===== src/assert_macros.svh =====
// ----------------------------------------------------------------------------
// assert_macros.svh
// Concurrent assertion helpers for the unit normal block
// ----------------------------------------------------------------------------
`ifndef ASSERT_MACROS_SVH
`define ASSERT_MACROS_SVH

`ifndef SYNTHESIS

`define ASSERT_IMPLY(label, clk, rst_n, ante, cons) \
    label: assert property (@(posedge clk) disable iff (!rst_n) (ante) |-> (cons)) \
        else $error("assertion failed: implication");

`define ASSERT_NEXT(label, clk, rst_n, ante, cons) \
    label: assert property (@(posedge clk) disable iff (!rst_n) (ante) |=> (cons)) \
        else $error("assertion failed: next cycle");

`else

`define ASSERT_IMPLY(label, clk, rst_n, ante, cons)

`define ASSERT_NEXT(label, clk, rst_n, ante, cons)

`endif

`endif


===== src/tun_pkg.sv =====
// ----------------------------------------------------------------------------
// tun_pkg
// Shared types for the triangle unit normal block
// ----------------------------------------------------------------------------
package tun_pkg;

    typedef struct packed {
        logic valid;
        logic neg;
    } t_tag;

endpackage


===== src/tun_merge.sv =====
// ----------------------------------------------------------------------------
// tun_merge
// Joins the three lanes, flags a zero normal, output register and skid stage
// ----------------------------------------------------------------------------
module tun_merge
    import tun_pkg::*;
#(
    parameter int NORMAL_FRAC_BITS = 14
) (
    input  logic                                i_clk,
    input  logic                                i_rst_n,
    input  t_tag                                i_tag,
    input  logic signed [NORMAL_FRAC_BITS+1:0]  i_x,
    input  logic signed [NORMAL_FRAC_BITS+1:0]  i_y,
    input  logic signed [NORMAL_FRAC_BITS+1:0]  i_z,
    input  logic                                i_stall,
    output logic                                o_en,
    output logic                                o_valid,
    output logic signed [NORMAL_FRAC_BITS+1:0]  o_x,
    output logic signed [NORMAL_FRAC_BITS+1:0]  o_y,
    output logic signed [NORMAL_FRAC_BITS+1:0]  o_z,
    output logic                                o_degenerate
);

    localparam int OW = NORMAL_FRAC_BITS + 2;
    localparam int DW = 3*OW + 1;

    logic          r_out_v, n_out_v;
    logic          r_skid_v, n_skid_v;
    logic [DW-1:0] r_out_d, n_out_d;
    logic [DW-1:0] r_skid_d, n_skid_d;
    logic [DW-1:0] w_beat;
    logic          w_in;
    logic          w_free;

    assign w_beat = {i_x, i_y, i_z, (i_x == '0) && (i_y == '0) && (i_z == '0)};
    assign o_en   = !r_skid_v;
    assign w_in   = o_en && i_tag.valid;
    assign w_free = !r_out_v || !i_stall;

    always_comb begin
        n_out_v  = r_out_v;
        n_out_d  = r_out_d;
        n_skid_v = r_skid_v;
        n_skid_d = r_skid_d;
        if (w_free) begin
            if (r_skid_v) begin
                n_out_v  = 1'b1;
                n_out_d  = r_skid_d;
                n_skid_v = 1'b0;
            end else begin
                n_out_v = w_in;
                n_out_d = w_beat;
            end
        end else if (w_in) begin
            n_skid_v = 1'b1;
            n_skid_d = w_beat;
        end
    end

    always_ff @(posedge i_clk) begin
        if (!i_rst_n) begin
            r_out_v  <= 1'b0;
            r_skid_v <= 1'b0;
        end else begin
            r_out_v  <= n_out_v;
            r_skid_v <= n_skid_v;
        end
    end

    always_ff @(posedge i_clk) begin
        r_out_d  <= n_out_d;
        r_skid_d <= n_skid_d;
    end

    assign o_valid      = r_out_v;
    assign o_x          = r_out_d[DW-1 -: OW];
    assign o_y          = r_out_d[DW-1-OW -: OW];
    assign o_z          = r_out_d[OW:1];
    assign o_degenerate = r_out_d[0];

endmodule


===== config.mk =====
export PLATFORM = sky130hd
export DESIGN_NAME = tun_merge
export DESIGN_NICKNAME = d
export VERILOG_FILES = /design/src/assert_macros.svh /design/src/tun_pkg.sv /design/src/tun_merge.sv
export SDC_FILE = /design/constraint.sdc
export NUM_CORES = 1
export LEC_CHECK = 0
export BUFFER_PORTS_ARGS = -buffer_cell sky130_fd_sc_hd__buf_2
export CAP_MARGIN = 20
export CORE_MARGIN = 2
export CORE_UTILIZATION = 41
export CTS_CLUSTER_DIAMETER = 200
export CTS_CLUSTER_SIZE = 12
export DETAILED_ROUTE_END_ITERATION = 12
export HOLD_SLACK_MARGIN = 0.03
export PLACE_DENSITY = 0.68
export SLEW_MARGIN = 15
export SYNTH_ARGS = -nofsm -noshare
export SYNTH_HDL_FRONTEND = slang
export SYNTH_SLANG_ARGS = --single-unit

===== constraint.sdc =====
create_clock -name i_clk -period 5.9 [get_ports i_clk]
set_input_delay 0.885 -clock i_clk [delete_from_list [all_inputs] [get_ports i_clk]]
set_output_delay 0.885 -clock i_clk [all_outputs]
set_load 0.01 [all_outputs]

Word level (Yosys, flattened, before mapping) --
Index checks and enable logic that the tools add are counted.
Word-level totals: bits in registers 100, bits of input ports 53, output and inout bits 51, logic and storage cells 20
Cells by class: multiplexer cells 2, bitwise logic cells 2, reductions and logical operators 12
Operators by type and width (number):
- 49-bit 2-to-1 mux | 1
- 16-bit logical NOT | 3
- 1-bit logical AND | 3
- 1-bit logical NOT | 3
- 1-bit NOT | 2
- 2-bit AND reduction | 1
- 2-bit OR reduction | 1
- 1-bit logical OR | 1
- 1-bit 2-to-1 mux | 1

Logic depth before layout (Yosys ltp) --
Gate-level depths: netlist of the first run.
depth after elaboration 4, depth in mapped cells 4

Worst setup path after synthesis of the first run --
Ideal clock, no wire load.
kind in2reg, from in i_stall, to reg r_skid_d[0] (enable), setup time 0.526 ns, arrival 5.704 ns, data required time 5.374 ns, path slack -0.330 ns, stages on the path 2, buffers on the path 0, cell sequence nand2_1 nor3b_1
On the way: word-level cells in the longest chain between the ends 4
Ends and longest elaborated chain:
- from (decl) | line tun_merge.sv:16 | input logic i_stall,
- 1-bit logical NOT | line tun_merge.sv:39 | assign w_free = !r_out_v || !i_stall;
- 1-bit logical OR | line tun_merge.sv:39
- 1-bit NOT (no source line)
- 2-bit AND reduction (no source line)
- to (signal assigned) | line tun_merge.sv:73 | r_skid_d <= n_skid_d;
- to (decl) | line tun_merge.sv:31 | logic [DW-1:0] r_skid_d, n_skid_d;
No other way between the ends. A chain may end at the register's enable or synchronous reset.

Final worst setup path of the first run --
from reg r_skid_v, to out o_en
On the way: word-level cells in the longest chain between the ends 1
Ends and longest elaborated chain:
- from (decl) | line tun_merge.sv:29 | logic r_skid_v, n_skid_v;
- from (signal assigned) | line tun_merge.sv:67 | r_skid_v <= n_skid_v;
- 1-bit logical NOT | line tun_merge.sv:37 | assign o_en = !r_skid_v;
- to (decl) | line tun_merge.sv:17 | output logic o_en,
No other way between the ends.

==> flow_summary.toml, run 1 <==
[cells_and_area]
post-route-util_pct = 52.0
area_growth_pct = 22.1
fin_cells = 401
multi_input_area_um2 = 722
nFillCells = 739
diodes = 0
nNetsFinal = 341
ff_latch_area_um2 = 2980
layout-drive-gt1-share_pct = 60.1

[grt]
grt_usage_pct = 13.6
grt_antenna_before_repair = 0
grt_pass1_wl_um = 10200
grt_max_degree = 54
grt_pass1_vias = 2000
grt_overflow_total = 0

[timing]
period_share_pct = 39.9
setup-violations-final = 0
min_period_ns = 2.36
tightestPinTransition_ns = 0.705
rsz0062_at_grt = "no"
tns_ns = 0
hold_viol = 0
timing.fmax_ghz = 0.424
finClkSkew_ns = 0.0112
slew_viol_final = 0
slew_headroom_pct = 53.0

[pwr]
pwr-share-seq_pct = 62.4
p_leak_nw = 1.67
switching_share_pct = 22.1
clock_power_share_pct = 29.6
ir_drop_mv = 0.155
internal_power_mw = 1.03
netSwitchingPower_uw = 293
pwr-share-comb_pct = 8.0
p_per_area_nw_per_um2 = 291

[synth]
synth_top_area_share_pct = 78.9
synth_area_leaders = "edfxtp_1 79%, mux2_2 14%, nor4_1 1.3%"
yosysUniqueCellTypes = 14
yosys_warnings = 0
post_synth.cell_area_avg_um2 = 21.0
synth_nets = 231
synth_top_cell_by_area = "edfxtp_1"
synthCells = 178
ys_seq_area_share_pct = 79.9
syn_area_um2 = 3730
yosys_register_bits = 100

[clock_network]
postCtsHoldBufs = 0
clk_latency_ns = 0.35
cts_tree = "built"
cts.sinks = 100
post_cts_resized = 0
clockRootBuffer = "clkbuf_8"
post_cts_buffers = 0
h-tree-depth = 3
clk_path_buf_depth = 2
clkTransAtPathRegs_ns = 0.09
tritoncts.num_buffers = 9

[job]
cap_violations = 0

[worst_setup_path]
reg2reg_depth = 4
r2r_slack_ns = 3.95
worstReg2RegEnd = "r_skid_d[30]"
critPathMaxFanout = 53
worstPathArrival_ns = 1.47
required_ns = 5.02
critPathKind = "reg -> out"
endpoint_kind = "primary output"
worstSetupStartpointType = "flop"
r2r-start = "o_valid"

[floorplanning]
fp.dieH_um = 99.4
die_width_um = 99.4
core_area_um2 = 8760
fp.dieArea_um2 = 9880
start_util_pct = 42.6
io_pins = 104
rows = 34

[outcome]
status = "finished clean"

[drt]
dr_total_vias = 2003
antenna_left = 0
wirelength_um = 6570
drc = 0
viasPerCell = 5.00
wire_per_inst_um = 16.4
drtPass1Iterations = 5
drt_iter0_markers = 58

[worst_hold_path]
holdPathEnd = "r_out_d[0]"
holdPathStages = 2
hp-start = "r_skid_d[0]"
hold_class = "reg -> reg"

[place]
dp.cells = 385
dp_hpwl_um = 4230
port_buffers = 102
gp_congestion = 0.704
## Yosys cell counts (all sizes together)
cell type / count
dfxtp: 2
nand2: 2
mux2: 48
nor3: 1
a21boi: 1
nor4: 12
inv: 1
buf: 6
edfxtp: 98
nor3b: 2
o41ai: 1
nor2: 1
nand4: 3
## cell type report
type / count / area share, %
clock inverters: 5 / 0.824
well taps: 108 / 2.97
flip-flops and latches: 100 / 65.5
clock buffers: 11 / 3.10
inverters: 1 / 0.0824
multi-input cells: 71 / 15.8
repair buffers: 105 / 11.7
## registers in the layout, indices dropped and copies added (netlist names)
register  flops
r_out_d      49
o_valid       1
r_skid_d     49
r_skid_v      1
## worst max-delay path by stage
| stage | cells after the start | slack [ns] | end | start |
|---|---|---|---|---|
| after floorplan | 2 | 0.15 | r_skid_d[0] | i_stall |
| after global placement | 5 | 3.34 | r_skid_d[36] | i_stall |
| after detailed placement | 5 | 3.32 | r_skid_d[38] | i_stall |
| after CTS | 3 | 3.50 | o_en | r_skid_v |
| after global routing | 3 | 3.39 | o_en | r_skid_v |
| final | 3 | 3.54 | o_en | r_skid_v |
## stage by stage
stage	area (um^2)	hold WS [ns]	setup WS, ns	power (mW)
after floorplan	3730	0.497	0.150	0.892
after global placement	4380	0.511	3.34	0.949
after detailed placement	4380	0.510	3.32	0.952
after CTS	4560	0.539	3.50	1.34
after global routing	4560	0.569	3.39	1.38
final	4560	0.540	3.54	1.33
## power groups by stage
stage	Clock (mW)	Combinational, mW	Sequential (mW)
2_1_floorplan	0	0.0321	0.860
3_3_place_gp	0	0.106	0.843
3_5_place_dp	0	0.108	0.844
4_1_cts	0.406	0.109	0.828
5_1_grt	0.432	0.116	0.831
6_report	0.393	0.106	0.827
## layout by cell type (no fill, tap or decap), types with 2 or more instances in the layout
cell type     n
buf_2       102
buf_4         3
clkbuf_8     10
clkinv_4      2
clkinvlp_4    2
edfxtp_1     98
mux2_2       48
nand4_1       3
nor4_1        8
nor4_2        4
## critical path: stages (launching register included)
cell and delay (ns):
dfxtp_2 0.32, buf_4 0.56, inv_1 0.07, buf_2 0.16
## routing by layer
layer	wire [um]	global-route usage (%)	share of wire (%)
met1	2900	17.6	44
met2	3180	21.7	48
met3	417	5.13	6.3
met4	70	3.79	1.1
met5	0	0	0
## kinds of logic (layout without fill, tap and decap cells)
logic type             Yosys count  count (layout)  share of synthesized area [%]
AOI/OAI and AO/OA                2               2                          0.637
and+or+nand+nor                 21              21                           4.02
muxes                           48              48                           14.5
DFF                            100             100                           79.9
buffers and inverters            7             122                          0.905
Note: power is estimated with default switching activity, not from simulation.
==> run 2: changes to the inputs <==
==> constraint.sdc (replaced) <==
create_clock -name i_clk -period 2.15 [get_ports i_clk]
set_input_delay 0.3225 -clock i_clk [delete_from_list [all_inputs] [get_ports i_clk]]
set_output_delay 0.3225 -clock i_clk [all_outputs]
set_load 0.01 [all_outputs]
==> flow_summary.toml, run 2 (synthesis results as in run 1) <==
[clock_network]
cts.sinks = 100
clk_latency_ns = 0.35
clkTransAtPathRegs_ns = 0.10
clk_path_buf_depth = 2
cts_tree = "built"
tritoncts.num_buffers = 9
post_cts_resized = 0
h-tree-depth = 3
clockRootBuffer = "clkbuf_8"
postCtsHoldBufs = 0
post_cts_buffers = 0

[place]
place_ws_ns = 0.462
port_buffers = 102
dp_hpwl_um = 4620
dp.cells = 387
place_area_um2 = 4430
gp_congestion = 0.725

[worst_setup_path]
crit_slowest_cell = "dfxtp_2"
max_stage_delay_ns = 0.71
r2r-start = "r_skid_v"
worstSetupStartpointType = "flop"
crit_start = "r_skid_v"
path_cells = "buf_4 > inv_1 > buf_2"
cp-endpoint = "o_en"
r2r_slack_ns = 0.47
required_ns = 1.83
worstReg2RegEnd = "r_out_d[42]"
endpoint_kind = "primary output"
reg2reg_depth = 2
worstPathArrival_ns = 1.62
critPathKind = "reg -> out"
critPathMaxFanout = 23

[pwr]
switching_share_pct = 21.1
pwr-share-comb_pct = 7.9
clock_power_share_pct = 30.6
ir_drop_mv = 0.430
p_leak_nw = 1.69
pwr-share-seq_pct = 61.4
netSwitchingPower_uw = 780
p_per_area_nw_per_um2 = 803
internal_power_mw = 2.92
p_total_mw = 3.70

[cells_and_area]
fin_cells = 403
layout-drive-gt1-share_pct = 59.7
nNetsFinal = 343
area_growth_pct = 23.5
diodes = 0
reg_top3 = "r_out_d x49, r_skid_d x49"
stdcell_area_um2 = 4610
final_cell_mix = "102 x buf_2, 98 x edfxtp_1, 48 x mux2_2, 9 x clkbuf_8, 8 x nor4_1"
final_common_cell = "buf_2"

[timing]
hold_viol = 0
timing.fmax_ghz = 0.516
min_period_ns = 1.94
finClkSkew_ns = 0.0168
finalWorstSetupSlack_ns = 0.212
slew_viol_final = 0
rsz0062_at_grt = "no"
tns_ns = 0
slew_headroom_pct = 61.2
period_share_pct = 90.2
tightestPinTransition_ns = 0.582
setup-violations-final = 0

[grt]
grt_usage_pct = 14.4
grt_antenna_before_repair = 0
grt_max_degree = 29
grt_pass1_vias = 2096
grt_overflow_total = 0
grt_pass1_wl_um = 10800

[worst_hold_path]
hold_class = "in -> reg"

[floorplanning]
die_width_um = 99.4
start_util_pct = 42.6
fp.dieH_um = 99.4
io_pins = 104
rows = 34
core_area_um2 = 8760
fp.dieArea_um2 = 9880

[drt]
wirelength_um = 6700
wl_met1_um = 2900
wire_per_inst_um = 16.6
drc = 0
wl_met2_um = 3290
met3_length_um = 384
viasPerCell = 5.00
drt_iter0_markers = 68
top_layer = "met4"
drtPass1Iterations = 4
dr_total_vias = 2014
antenna_left = 0

[outcome]
status = "finished clean"

[job]
cap_violations = 0
-- run 2: power by group through the flow --
stage	registers (mW)	logic, mW	clock network (mW)
final	2.27	0.294	1.13
after detailed placement	2.32	0.300	0
after CTS	2.28	0.301	1.17
after global placement	2.32	0.293	0
after global routing	2.29	0.323	1.24
after floorplan	2.36	0.0913	0
-- run 2: worst min-delay path by stage --
stage,start,endpoint,slack (ns),cells after the start
floorplan,i_z[9],r_skid_d[10],0.42,0
CTS,i_z[5],r_skid_d[6],0.15,1
finish,i_z[7],r_skid_d[8],0.17,1
global route,i_z[8],r_skid_d[9],0.14,1
detailed placement,r_skid_d[0],r_out_d[0],0.52,2
global placement,r_skid_d[0],r_out_d[0],0.51,2
-- run 2: per-layer routing --
metal / vias to the layer above / track usage [%]
met4: 0 / 6.74
met1: 988 / 18.2
met2: 63 / 22.9
met3: 10 / 4.15
met5: - / 0
li1: 953 / -
-- run 2: final cells by class --
cell class,count,area [um^2]
clock buffers,13,139
repair buffers,107,561
fillers,750,4160
multi-input cells,71,742
clock inverters,3,40.0
inverters,1,3.75
well taps,108,135
flip-flops and latches,100,2990
-- run 2: per-stage QoR --
| step | hold WS (ns) | util, % |
|---|---|---|
| final | 0.166 | 52.6 |
| after floorplan | 0.421 | - |
| after global routing | 0.142 | 52.6 |
| after global placement | 0.511 | 50.5 |
| after CTS | 0.151 | 52.6 |
| after detailed placement | 0.519 | 50.5 |
-- run 2: worst max-delay path: cells and delay by family (launching register included) --
family | cells | cell delay [ns]
DFF | 1 | 0.71
buffers and inverters | 3 | 0.55
